--- config.mk ---
export PLATFORM = sky130hd
export DESIGN_NAME = uniform_range_rejection_sampler
export DESIGN_NICKNAME = d
export VERILOG_FILES = /design/src/hdl/urrs_pkg.sv /design/src/hdl/uniform_range_rejection_sampler.sv
export VERILOG_INCLUDE_DIRS = /design/src /design/src/hdl
export SDC_FILE = /design/constraint.sdc
export NUM_CORES = 1
export LEC_CHECK = 0
export BUFFER_PORTS_ARGS = -buffer_cell sky130_fd_sc_hd__buf_2
export CAP_MARGIN = 10
export CORE_AREA = 4 4 163 165
export CTS_CLUSTER_DIAMETER = 40
export DETAILED_ROUTE_END_ITERATION = 8
export DIE_AREA = 0 0 167 169
export SLEW_MARGIN = 10
export SYNTH_ARGS = -nofsm -noshare
export SYNTH_HDL_FRONTEND = slang
export SYNTH_SLANG_ARGS = --single-unit
--- constraint.sdc ---
create_clock -name clk -period 5.8 [get_ports clk]
set_clock_uncertainty 0.05 [all_clocks]
set_input_delay 0.29 -clock clk [delete_from_list [all_inputs] [get_ports clk]]
set_output_delay 0.29 -clock clk [all_outputs]
set_load 0.02 [all_outputs]
--- src/hdl/uniform_range_rejection_sampler_macros.svh ---
// Assertion helpers for the range sampler; clocked on clk, off while rst_n is low.
`ifndef UNIFORM_RANGE_REJECTION_SAMPLER_MACROS_SVH
`define UNIFORM_RANGE_REJECTION_SAMPLER_MACROS_SVH

// Same-cycle implication.
`define URRS_ASSERT_NOW(label, ante, cons, msg) \
  label: assert property (@(posedge clk) disable iff (!rst_n) (ante) |-> (cons)) \
    else $error(msg);

// Next-cycle implication.
`define URRS_ASSERT_NEXT(label, ante, cons, msg) \
  label: assert property (@(posedge clk) disable iff (!rst_n) (ante) |=> (cons)) \
    else $error(msg);

`endif

--- src/hdl/urrs_pkg.sv ---
package urrs_pkg;

  localparam int WORD_W    = 32;
  localparam int CNT_W     = 4;
  localparam int BIT_CNT_W = $clog2(WORD_W);

  localparam logic [CNT_W-1:0]     MAX_RETRIES = CNT_W'(10);
  localparam logic [WORD_W-1:0]    BOUND_MIN   = WORD_W'(2);
  localparam logic [BIT_CNT_W-1:0] LAST_BIT    = BIT_CNT_W'(WORD_W - 1);

  typedef enum logic [3:0] {
    ST_IDLE   = 4'b0001,
    ST_THRESH = 4'b0010,
    ST_DIV    = 4'b0100,
    ST_FINISH = 4'b1000
  } state_t;

endpackage

--- src/hdl/uniform_range_rejection_sampler.sv ---
// Uniform range sampler: each input word is one attempt of an entropy source
// (in_tuser = source valid flag). A valid word below the rejection threshold
// (2^32 mod bound) is dropped without a result; any other valid word gives
// word mod bound. With the bound below two every valid attempt gives 0.
// Ten invalid attempts in a row give an error word (value 0, failed 1); any
// valid attempt clears that count. An attempt that gives no result keeps in_tready
// high; a modulo result passes through acceptance, 32 shift-subtract steps of
// the one shared remainder unit and the handoff to the output register. Writing
// the bound reruns the same unit for the threshold with in_tready low (not at
// all when the bound is below two). A finished result waits in the output
// register while the next attempt is accepted.
`include "uniform_range_rejection_sampler_macros.svh"

module uniform_range_rejection_sampler (
  input  logic                        clk,
  input  logic                        rst_n,
  // configuration: range bound
  input  logic                        cfg_wr_en,
  input  logic [urrs_pkg::WORD_W-1:0] cfg_wr_data,
  // input words
  input  logic                        in_tvalid,
  output logic                        in_tready,
  input  logic [urrs_pkg::WORD_W-1:0] in_tdata,   // [31:0] random_word
  input  logic                        in_tuser,   // [0] word_valid
  // result words
  output logic                        out_tvalid,
  input  logic                        out_tready,
  output logic [urrs_pkg::WORD_W-1:0] out_tdata,  // [31:0] value
  output logic                        out_tuser   // [0] failed
);
  import urrs_pkg::*;

  state_t                 state_r, state_nxt;
  logic [WORD_W-1:0]      bound_r, bound_nxt;
  logic [WORD_W-1:0]      thresh_r, thresh_nxt;
  logic [CNT_W-1:0]       fail_cnt_r, fail_cnt_nxt;
  logic                   out_valid_r, out_valid_nxt;

  // shared remainder unit state
  logic [WORD_W-1:0]      rem_r, rem_nxt;
  logic [WORD_W-1:0]      dvd_r, dvd_nxt;
  logic [BIT_CNT_W-1:0]   bit_cnt_r, bit_cnt_nxt;

  // pending result and output register
  logic [WORD_W-1:0]      res_value_r, res_value_nxt;
  logic                   res_failed_r, res_failed_nxt;
  logic [WORD_W-1:0]      out_value_r, out_value_nxt;
  logic                   out_failed_r, out_failed_nxt;

  logic [WORD_W:0]        part_w;
  logic [WORD_W+1:0]      diff_w;
  logic [WORD_W-1:0]      rem_step;
  logic [CNT_W-1:0]       cnt_inc;
  logic                   out_load;

  // one restoring step: shift in next dividend bit, subtract bound if it fits
  always_comb begin
    part_w   = {rem_r, dvd_r[WORD_W-1]};
    diff_w   = {1'b0, part_w} - {2'b00, bound_r};
    rem_step = diff_w[WORD_W+1] ? part_w[WORD_W-1:0] : diff_w[WORD_W-1:0];
  end

  assign cnt_inc   = fail_cnt_r + CNT_W'(1);
  assign in_tready = (state_r == ST_IDLE);
  assign out_load  = (state_r == ST_FINISH) && (!out_valid_r || out_tready);

  always_comb begin
    state_nxt      = state_r;
    bound_nxt      = bound_r;
    thresh_nxt     = thresh_r;
    fail_cnt_nxt   = fail_cnt_r;
    rem_nxt        = rem_r;
    dvd_nxt        = dvd_r;
    bit_cnt_nxt    = bit_cnt_r;
    res_value_nxt  = res_value_r;
    res_failed_nxt = res_failed_r;

    case (state_r)
      ST_IDLE: begin
        if (in_tvalid) begin
          if (!in_tuser) begin
            if (cnt_inc >= MAX_RETRIES) begin
              fail_cnt_nxt   = '0;
              res_value_nxt  = '0;
              res_failed_nxt = 1'b1;
              state_nxt      = ST_FINISH;
            end else begin
              fail_cnt_nxt = cnt_inc;
            end
          end else begin
            fail_cnt_nxt = '0;
            if (bound_r < BOUND_MIN) begin
              res_value_nxt  = '0;
              res_failed_nxt = 1'b0;
              state_nxt      = ST_FINISH;
            end else if (in_tdata >= thresh_r) begin
              rem_nxt     = '0;
              dvd_nxt     = in_tdata;
              bit_cnt_nxt = '0;
              state_nxt   = ST_DIV;
            end
          end
        end
      end
      ST_THRESH, ST_DIV: begin
        rem_nxt     = rem_step;
        dvd_nxt     = {dvd_r[WORD_W-2:0], 1'b0};
        bit_cnt_nxt = bit_cnt_r + BIT_CNT_W'(1);
        if (bit_cnt_r == LAST_BIT) begin
          if (state_r == ST_THRESH) begin
            thresh_nxt = rem_step;
            state_nxt  = ST_IDLE;
          end else begin
            res_value_nxt  = rem_step;
            res_failed_nxt = 1'b0;
            state_nxt      = ST_FINISH;
          end
        end
      end
      ST_FINISH: begin
        if (out_load) begin
          state_nxt = ST_IDLE;
        end
      end
      default: begin
        state_nxt = ST_IDLE;
      end
    endcase

    // new bound: threshold = (2^32 - bound) mod bound
    if (cfg_wr_en) begin
      bound_nxt = cfg_wr_data;
      if (cfg_wr_data < BOUND_MIN) begin
        thresh_nxt = '0;
        state_nxt  = ST_IDLE;
      end else begin
        rem_nxt     = '0;
        dvd_nxt     = '0 - cfg_wr_data;
        bit_cnt_nxt = '0;
        state_nxt   = ST_THRESH;
      end
    end
  end

  always_comb begin
    out_valid_nxt  = out_valid_r && !out_tready;
    out_value_nxt  = out_value_r;
    out_failed_nxt = out_failed_r;
    if (out_load) begin
      out_valid_nxt  = 1'b1;
      out_value_nxt  = res_value_r;
      out_failed_nxt = res_failed_r;
    end
  end

  always_ff @(posedge clk) begin
    if (!rst_n) begin
      state_r     <= ST_IDLE;
      bound_r     <= '0;
      thresh_r    <= '0;
      fail_cnt_r  <= '0;
      out_valid_r <= 1'b0;
    end else begin
      state_r     <= state_nxt;
      bound_r     <= bound_nxt;
      thresh_r    <= thresh_nxt;
      fail_cnt_r  <= fail_cnt_nxt;
      out_valid_r <= out_valid_nxt;
    end
  end

  always_ff @(posedge clk) begin
    rem_r        <= rem_nxt;
    dvd_r        <= dvd_nxt;
    bit_cnt_r    <= bit_cnt_nxt;
    res_value_r  <= res_value_nxt;
    res_failed_r <= res_failed_nxt;
    out_value_r  <= out_value_nxt;
    out_failed_r <= out_failed_nxt;
  end

  assign out_tvalid = out_valid_r;
  assign out_tdata  = out_value_r;
  assign out_tuser  = out_failed_r;

  `URRS_ASSERT_NOW(a_fail_cnt_range, 1'b1, fail_cnt_r < MAX_RETRIES, "fail count at limit")
  `URRS_ASSERT_NOW(a_rem_below_bound, (state_r == ST_DIV) || (state_r == ST_THRESH),
                   rem_r < bound_r, "partial remainder not reduced")
  `URRS_ASSERT_NOW(a_thresh_below_bound, (state_r == ST_IDLE) && (bound_r >= BOUND_MIN),
                   thresh_r < bound_r, "threshold out of range")
  `URRS_ASSERT_NOW(a_error_clears_cnt, (state_r == ST_FINISH) && res_failed_r,
                   (fail_cnt_r == '0) && (res_value_r == '0), "error result state wrong")

endmodule
=== Yosys cells after proc, flatten, opt, wreduce, memory -nomap -nowiden ===
Index checks and enable logic that the tools add are counted.

* Bits in registers: 208

* Add/sub/neg operators: 4
* $lt $le $gt $ge: 4
* Equal/unequal tests: 15
* Muxes and demuxes: 55
* Reduce and logical (&&, ||, !) cells: 10

{| class="wikitable"
|+ Operators with widths
! cell !! count
|-
| $mux W32 || 24
|-
| $pmux W32 S2 || 3
|-
| $lt A32 B2 Y1 const B || 2
|-
| $mux W4 || 11
|-
| $sub A33 B32 Y34 || 1
|-
| $ge A32 B32 Y1 || 1
|-
| $sub A1 B32 Y32 const A || 1
|-
| $mux W5 || 6
|-
| $pmux W4 S3 || 1
|-
| $pmux W5 S2 || 1
|-
| $ne A3 B3 Y1 const B || 3
|-
| $mux W1 || 7
|-
| $ne A2 B2 Y1 const B || 3
|-
| $reduce_and A6 Y1 || 1
|-
| $add A5 B1 Y5 const B || 1
|-
| $eq A5 B5 Y1 const B || 1
|-
| $ne A5 B3 Y1 const B || 1
|-
| $reduce_and A5 Y1 || 1
|-
| $add A4 B1 Y4 const B || 1
|-
| $eq A4 B1 Y1 const B || 1
|-
| $eq A4 B2 Y1 const B || 1
|-
| $eq A4 B3 Y1 const B || 1
|-
| $eq A4 B4 Y1 const B || 1
|-
| $ge A4 B4 Y1 const B || 1
|-
| 11 further kinds || 13
|}

=== Logic depth before layout (Yosys ltp) ===
Gate-level depths: netlist (run 1).

* Word-level depth: 8
* Gate-level depth with buffers: 14

=== Worst setup path after synthesis (run 1) ===
OpenSTA, ideal clock, no wires.

* Kind: register to register
* Start point: reg thresh_r[21]
* End point: reg dvd_r[14]
* Library setup time: 0.070 ns
* Arrival: 2.934 ns
* Required time: 5.680 ns
* Path slack: 2.747 ns
* Stages on the path, launching flop included: 14
* Buffers on the path: 2
* Path through: dfxtp_1 > inv_1 > ha_1 > a21o_1 > a21o_1 > a21oi_1 > nor3_1 > or4b_2 > o21a_1 > buf_2 > nor2_1 > clkbuf_1 > a21oi_1 > a21oi_1

* Cells in the longest elaborated chain, start to end: 8

{| class="wikitable"
|+ RTL lines
! item !! RTL line !! RTL
|-
| start, declared || uniform_range_rejection_sampler.sv:35 || <nowiki>logic [WORD_W-1:0] thresh_r, thresh_nxt;</nowiki>
|-
| start signal, assigned || uniform_range_rejection_sampler.sv:166 || <nowiki>thresh_r <= thresh_nxt;</nowiki>
|-
| $ge A32 B32 Y1 (*) || uniform_range_rejection_sampler.sv:96 || <nowiki>end else if (in_tdata >= thresh_r) begin</nowiki>
|-
| $mux W32 (*) || uniform_range_rejection_sampler.sv:96 ||
|-
| $mux W32 (*) || uniform_range_rejection_sampler.sv:92 || <nowiki>if (bound_r < BOUND_MIN) begin</nowiki>
|-
| $mux W32 (*) || uniform_range_rejection_sampler.sv:81 || <nowiki>if (!in_tuser) begin</nowiki>
|-
| $mux W32 (*) || uniform_range_rejection_sampler.sv:80 || <nowiki>if (in_tvalid) begin</nowiki>
|-
| $pmux W32 S2 (*) || uniform_range_rejection_sampler.sv:78 || <nowiki>case (state_r)</nowiki>
|-
| $mux W32 || uniform_range_rejection_sampler.sv:133 || <nowiki>if (cfg_wr_data < BOUND_MIN) begin</nowiki>
|-
| $mux W32 (*) || uniform_range_rejection_sampler.sv:131 || <nowiki>if (cfg_wr_en) begin</nowiki>
|-
| net dvd_nxt[14] || uniform_range_rejection_sampler.sv:41 || <nowiki>logic [WORD_W-1:0] dvd_r, dvd_nxt;</nowiki>
|-
| end signal, assigned || uniform_range_rejection_sampler.sv:174 || <nowiki>dvd_r <= dvd_nxt;</nowiki>
|-
| end, declared || uniform_range_rejection_sampler.sv:41 ||
|}

The timed path passes the listed nets; every way through them passes the cells marked *.
A chain may end at the register's enable or synchronous reset.

=== Worst setup path in the final report (run 1) ===
* Start point: reg bound_r[8]
* End point: reg res_value_r[21] (data pin)

* Cells in the longest elaborated chain, start to end: 5

{| class="wikitable"
|+ RTL lines
! item !! RTL line !! RTL
|-
| start, declared || uniform_range_rejection_sampler.sv:34 || <nowiki>logic [WORD_W-1:0] bound_r, bound_nxt;</nowiki>
|-
| start signal, assigned || uniform_range_rejection_sampler.sv:165 || <nowiki>bound_r <= bound_nxt;</nowiki>
|-
| $sub A33 B32 Y34 || uniform_range_rejection_sampler.sv:59 || <nowiki>diff_w = {1'b0, part_w} - {2'b00, bound_r};</nowiki>
|-
| $mux W32 || uniform_range_rejection_sampler.sv:60 || <nowiki>rem_step = diff_w[WORD_W+1] ? part_w[WORD_W-1:0] : diff_w[WORD_W-1:0];</nowiki>
|-
| $mux W32 || uniform_range_rejection_sampler.sv:110 || <nowiki>if (state_r == ST_THRESH) begin</nowiki>
|-
| $mux W32 || uniform_range_rejection_sampler.sv:109 || <nowiki>if (bit_cnt_r == LAST_BIT) begin</nowiki>
|-
| $pmux W32 S2 || uniform_range_rejection_sampler.sv:78 ||
|-
| end signal, assigned || uniform_range_rejection_sampler.sv:176 || <nowiki>res_value_r <= res_value_nxt;</nowiki>
|-
| end, declared || uniform_range_rejection_sampler.sv:45 || <nowiki>logic [WORD_W-1:0] res_value_r, res_value_nxt;</nowiki>
|}

No other way between the ends. The select of a mux whose other input is x is not followed.

==> results of run 1 <==
## through the flow
stage,util [%],hold slack [ps],std cells
after floorplan,-,350.3,1220
after global placement,47.76,353.1,1602
after detailed placement,47.76,354.5,1602
after CTS,52.97,8.216,1668
after global routing,52.97,44.44,1668
final,52.97,27.87,1668
## layout make-up
type / instances / area [µm²] / area share [%]
Clock buffer: 46 / 1021 / 7.698
Multi-Input combinational cell: 866 / 5806 / 43.77
Tap cell: 330 / 412.9 / 3.113
Sequential cell: 208 / 4825 / 36.38
Timing Repair Buffer: 115 / 603.1 / 4.547
Inverter: 83 / 311.5 / 2.349
Clock inverter: 20 / 284.0 / 2.142
## worst max-delay path by stage
stage / depth (start not counted) / startpoint / to / slack, ps
final: 11 / bound_r[8] / res_value_r[21] / 1840
after global routing: 11 / bound_r[8] / res_value_r[21] / 1440
after CTS: 11 / bound_r[8] / res_value_r[21] / 1810
after detailed placement: 11 / bound_r[8] / res_value_r[21] / 1840
after global placement: 11 / bound_r[8] / res_value_r[21] / 2020
after floorplan: 13 / thresh_r[21] / dvd_r[14] / 2750
## layout by cell type (no fill, tap or decap), types with 30 or more instances in the layout
| master | synthesis | final |
|---|---|---|
| mux2i_1 | 45 | 45 |
| dfxtp_1 | 142 | 142 |
| o21ai_0 | 50 | 50 |
| nand2_1 | 95 | 95 |
| nor2_1 | 110 | 108 |
| edfxtp_1 | 66 | 66 |
| ha_1 | 69 | 69 |
| clkbuf_16 | 0 | 38 |
| a221o_1 | 31 | 31 |
| inv_1 | 83 | 83 |
| a21oi_1 | 134 | 134 |
| nor2b_1 | 38 | 36 |
| a211oi_1 | 30 | 30 |
| xor2_1 | 35 | 35 |
| buf_2 | 13 | 104 |
## critical path, cell delays in order, from the launching register on
cell	delay [ps]
dfxtp_1	350
inv_1	60
ha_1	380
a21oi_1	250
inv_1	60
a211oi_1	610
o2111ai_1	290
a31oi_4	500
buf_4	520
nor2_1	70
a221oi_1	450
nor2_1	70
## logic make-up after synthesis
group,after synthesis,share of synthesized area [%]
compound gates,333,19.02
xor+xnor,59,4.635
fa+ha+maj,70,7.923
buf+inv,146,5.061
flops,208,43.27
mux,46,4.141
simple gates,358,15.95
## sequential cells by signal (all words and copies together), names as in the netlist
register / cells
thresh_r: 32
bound_r: 32
out_tdata: 32
res_failed_r: 1
fail_cnt_r: 4
state_r: 4
bit_cnt_r: 5
rem_r: 32
out_tuser: 1
out_tvalid: 1
dvd_r: 32
res_value_r: 32
## power breakdown
part / internal (mW) / switching (mW)
sequential: 1.62 / 0.0578
clock: 1.52 / 0.739
combinational: 0.261 / 0.434
total: 3.40 / 1.23
## routing by layer
layer / track usage (%) / vias to the layer above
li1: - / 4576
met1: 27.31 / 4305
met2: 35.95 / 208
met3: 3.340 / 60
met4: 8.894 / 0
met5: 0 / -
==> reports/results.ini, run 1 <==
[die]
core_um2 = 25040
ios = 105
start_util_pct = 44.53
floorplan.rows = 58
fp.dieH_um = 169
die_area_um2 = 28220
die_w_um = 167

[hold_path]
worstHoldPathCells = 3
min_path_type = input port to register
hold_start = in_tdata[0]
timing.hold.worst_endpoint = dvd_r[0]

[grt]
antenna_found_initial = 0
grt_overflow_total = 0
grt_max_degree = 55
first_global_vias = 8847
grt_pass1_wl_um = 48350
grt_usage_pct = 21.29

[routing]
highest_layer = met4
viasPerCell = 5.485
met3_length_um = 1247
wl_met2_um = 14730
drt_first_pass_iters = 5
routed-via-count = 9149
wirelength_um = 30540
wl_met1_um = 13290
ant_nets = 0
routedWlPerCell_um = 18.31
drt_iter0_drc = 533
drcViolationCount = 0

[timing]
worst_pin_slew_ps = 1022
max_freq_ghz = 0.2527
setup_slack_ps = 1843
min_period_ps = 3957
setup_tns_ps = 0
period_share_pct = 68.22
setup_viol_count_final = 0
hold_viol_final = 0
rsz0062_at_grt = false
slew-limit-headroom_pct = 31.72
maxSlewViolCount = 0

[cells_and_area]
nets = 1450
area_delta_synth_final_pct = 18.95
drive_gt1_share_pct = 15.10
nFillCells = 2386
num_antenna_cells = 0
final_cell_area_um2 = 13260

[clocking]
clock-root-buffer = clkbuf_16
cts_max_level = 2
cts_sinks = 208
post_cts_buffers = 0
cts_hold_buf = 0
clk_pin_slew_ps = 50
clk_path_buf_depth = 3
cts_buffers = 36
cts_resized = 0
insertion_delay_ps = 510
cts_tree = done

[power]
power_mw = 4.634
p_leak_nw = 5.370
ir_drop_uv = 223.9
power_density_nw_per_um2 = 349.4

[synth]
ys_seq_area_share_pct = 43.27
synth_top_area_share_pct = 25.50
synth_nets = 1360
synthFlopType = dfxtp_1
synth_top_cell_by_area = dfxtp_1
synth_area_um2 = 11150
yosysUniqueCellTypes = 68
async_flop_share_pct = 0
synth-seq-cells = 208
syn_avg_cell_area_um2 = 9.139
synth_edf_count = 66
synth.area.top_cells = dfxtp_1 25%, edfxtp_1 18%, ha_1 7.7%
synth_warnings = 0
synth_most_common_cell = dfxtp_1
synth_common_cells = 142 x dfxtp_1, 134 x a21oi_1, 110 x nor2_1
synthesis.instances = 1220

[worst_setup_path]
reg2reg_from = bound_r[8]
endpoint_kind = register
worst-path-max-fanout = 43
reg2reg_depth = 11
start_kind = register
r2r_end = res_value_r[21]
criticalPathCategory = register to register
cp_data_required_time_ps = 5980
cp.arrival_ps = 4140
regToRegSetupSlack_ps = 1840

[place]
pre_cts_ws_ps = 1840
gp_congestion = 0.8875
placed_cell_area_um2 = 11960
port_buffers = 104
place_hpwl_um = 22350

[run]
maxCapViolCount = 0

[run_status]
outcome = complete, no violations

Note: power is estimated with default switching activity, not from simulation.
==> inputs of run 2 (changes only) <==
==> constraint.sdc (replaced) <==
create_clock -name clk -period 3.7 [get_ports clk]
set_clock_uncertainty 0.05 [all_clocks]
set_input_delay 0.185 -clock clk [delete_from_list [all_inputs] [get_ports clk]]
set_output_delay 0.185 -clock clk [all_outputs]
set_load 0.02 [all_outputs]
==> run 2 against run 1 <==
The run now ends with hold timing left. Sequential cell count is the same. Final cell count grew 2.3%. Critical path depth is the same. Hold slack lost 36 ps. Power grew 53%. Utilization grew 1.2 points. Clock-buffer cell count shrank 6. Combinational power grew 71%. Critical path type is now input port to register. Critical endpoint is now dvd_r[0].
==> reports/results.ini, run 2 (synthesis gave the netlist of run 1 again) <==
[routing]
routed-via-count = 9327
routedWlPerCell_um = 18.31
viasPerCell = 5.467
wirelength_um = 31240
drt_iter0_drc = 556
drcViolationCount = 0
ant_nets = 0
drt_first_pass_iters = 5

[clocking]
cts_max_level = 2
cts_buffers = 35
clock-root-buffer = clkbuf_16
cts_tree = done
clk_path_buf_depth = 3
insertion_delay_ps = 510
clk_pin_slew_ps = 50
cts_sinks = 208

[run]
maxCapViolCount = 0

[worst_setup_path]
critPathLaunch = cfg_wr_data[8]
worst-path-max-fanout = 67
reg2reg_depth = 12
cp_data_required_time_ps = 4030
endpoint_kind = register
reg2reg_from = thresh_r[21]
criticalPathCategory = input port to register
cp.arrival_ps = 3830
start_kind = input port
regToRegSetupSlack_ps = 230
r2r_end = dvd_r[0]
worstSetupEndpoint = dvd_r[0]

[cells_and_area]
final_cell_area_um2 = 13570
num_antenna_cells = 0
layout_common_cells = 142 x dfxtp_1, 134 x a21oi_1, 108 x nor2_1, 104 x buf_2, 95 x nand2_1
area_delta_synth_final_pct = 21.67
post-route-util_pct = 54.18
final_common_cell = dfxtp_1
instances_no_fill = 1706
nets = 1492
drive_gt1_share_pct = 16.06

[grt]
grt_max_degree = 68
antenna_found_initial = 0
first_global_vias = 9400
grt_usage_pct = 22.05
grt_pass1_wl_um = 50470
grt_overflow_total = 0

[timing]
maxSlewViolCount = 0
setup_viol_count_final = 0
worst_pin_slew_ps = 951.6
period_share_pct = 94.45
max_freq_ghz = 0.2861
holdWs_ps = -7.646
hold_viol_final = 1
setup_tns_ps = 0
rsz0062_at_grt = false
slew-limit-headroom_pct = 36.42
setup_slack_ps = 205.2
min_period_ps = 3495

[die]
floorplan.rows = 58
start_util_pct = 44.53
ios = 105
die_area_um2 = 28220
core_um2 = 25040
die_w_um = 167
fp.dieH_um = 169

[power]
power_density_nw_per_um2 = 523.5
power_mw = 7.102
ir_drop_uv = 407.4
p_leak_nw = 5.510

[run_status]
violations = hold timing
outcome = finished, violations left

[place]
dpl.cell_count = 1620
port_buffers = 104
placed_cell_area_um2 = 12120
place_hpwl_um = 22850
gp_congestion = 0.8980
pre_cts_ws_ps = 445.9

[hold_path]
min_path_type = input port to register

==> run 2: changes by cell type in the layout (fill, tap and decap cells not counted) <==
cell           previous run  this run
dlygate4sd3_1             0        25
buf_4                    11        27
clkinv_4                  1         5
inv_8                     0         4
bufinv_16                 6         3
clkinv_1                  3         0
buf_12                    0         2
clkbuf_1                  4         2
clkbuf_16                38        36
clkbuf_8                  4         2
clkinv_2                  2         0
clkinvlp_4                3         4
o21a_1                    9         8
o21a_2                    0         1
==> run 2: final cells by class <==
class / instances / area [µm²]
fillers: 2311 / 11470
clock inverters: 21 / 260.3
flip-flops and latches: 208 / 4825
clock buffers: 40 / 935.9
multi-input cells: 866 / 5807
repair buffers: 158 / 1013
well taps: 330 / 412.9
inverters: 83 / 311.5
==> run 2: repair_timing <==
action	4_1_cts	5_1_grt
buffers inserted	0	0
endpoints found under the hold margin	28	0
hold buffers	25	0
setup endpoints to repair	0	1
resized for setup	0	1
==> run 2: metal layers <==
layer	share of wire (%)	track usage [%]
met5	0	0
met2	50	38.71
met4	3.0	7.400
met1	43	27.97
met3	4.2	3.153
==> run 2: worst max-delay path, stage by stage <==
cell and delay, ps:
dlygate4sd3_1 530, buf_2 160, or4_4 560, or4_4 470, or3_4 350, nor3_2 360, nor2b_4 130, buf_12 210
a211oi_1 210, a21oi_1 60, dlygate4sd3_1 560
==> run 2: worst min-delay path by stage <==
stage                                from            end  depth (start not counted)
after floorplan                     rst_n     state_r[3]                          2
after global placement    res_value_r[28]  out_tdata[28]                          0
after detailed placement  res_value_r[11]  out_tdata[11]                          0
after CTS                 cfg_wr_data[20]    bound_r[20]                          3
after global routing      cfg_wr_data[20]    bound_r[20]                          3
final                     cfg_wr_data[20]    bound_r[20]                          3
==> run 2: power by group <==
group          leakage (nW)  switching (mW)  total (mW)  internal (mW)
combinational          3.16           0.724        1.19          0.467
clock                 0.573            1.20        3.28           2.07
sequential             1.78          0.0910        2.63           2.54
total                  5.51            2.02        7.10           5.08
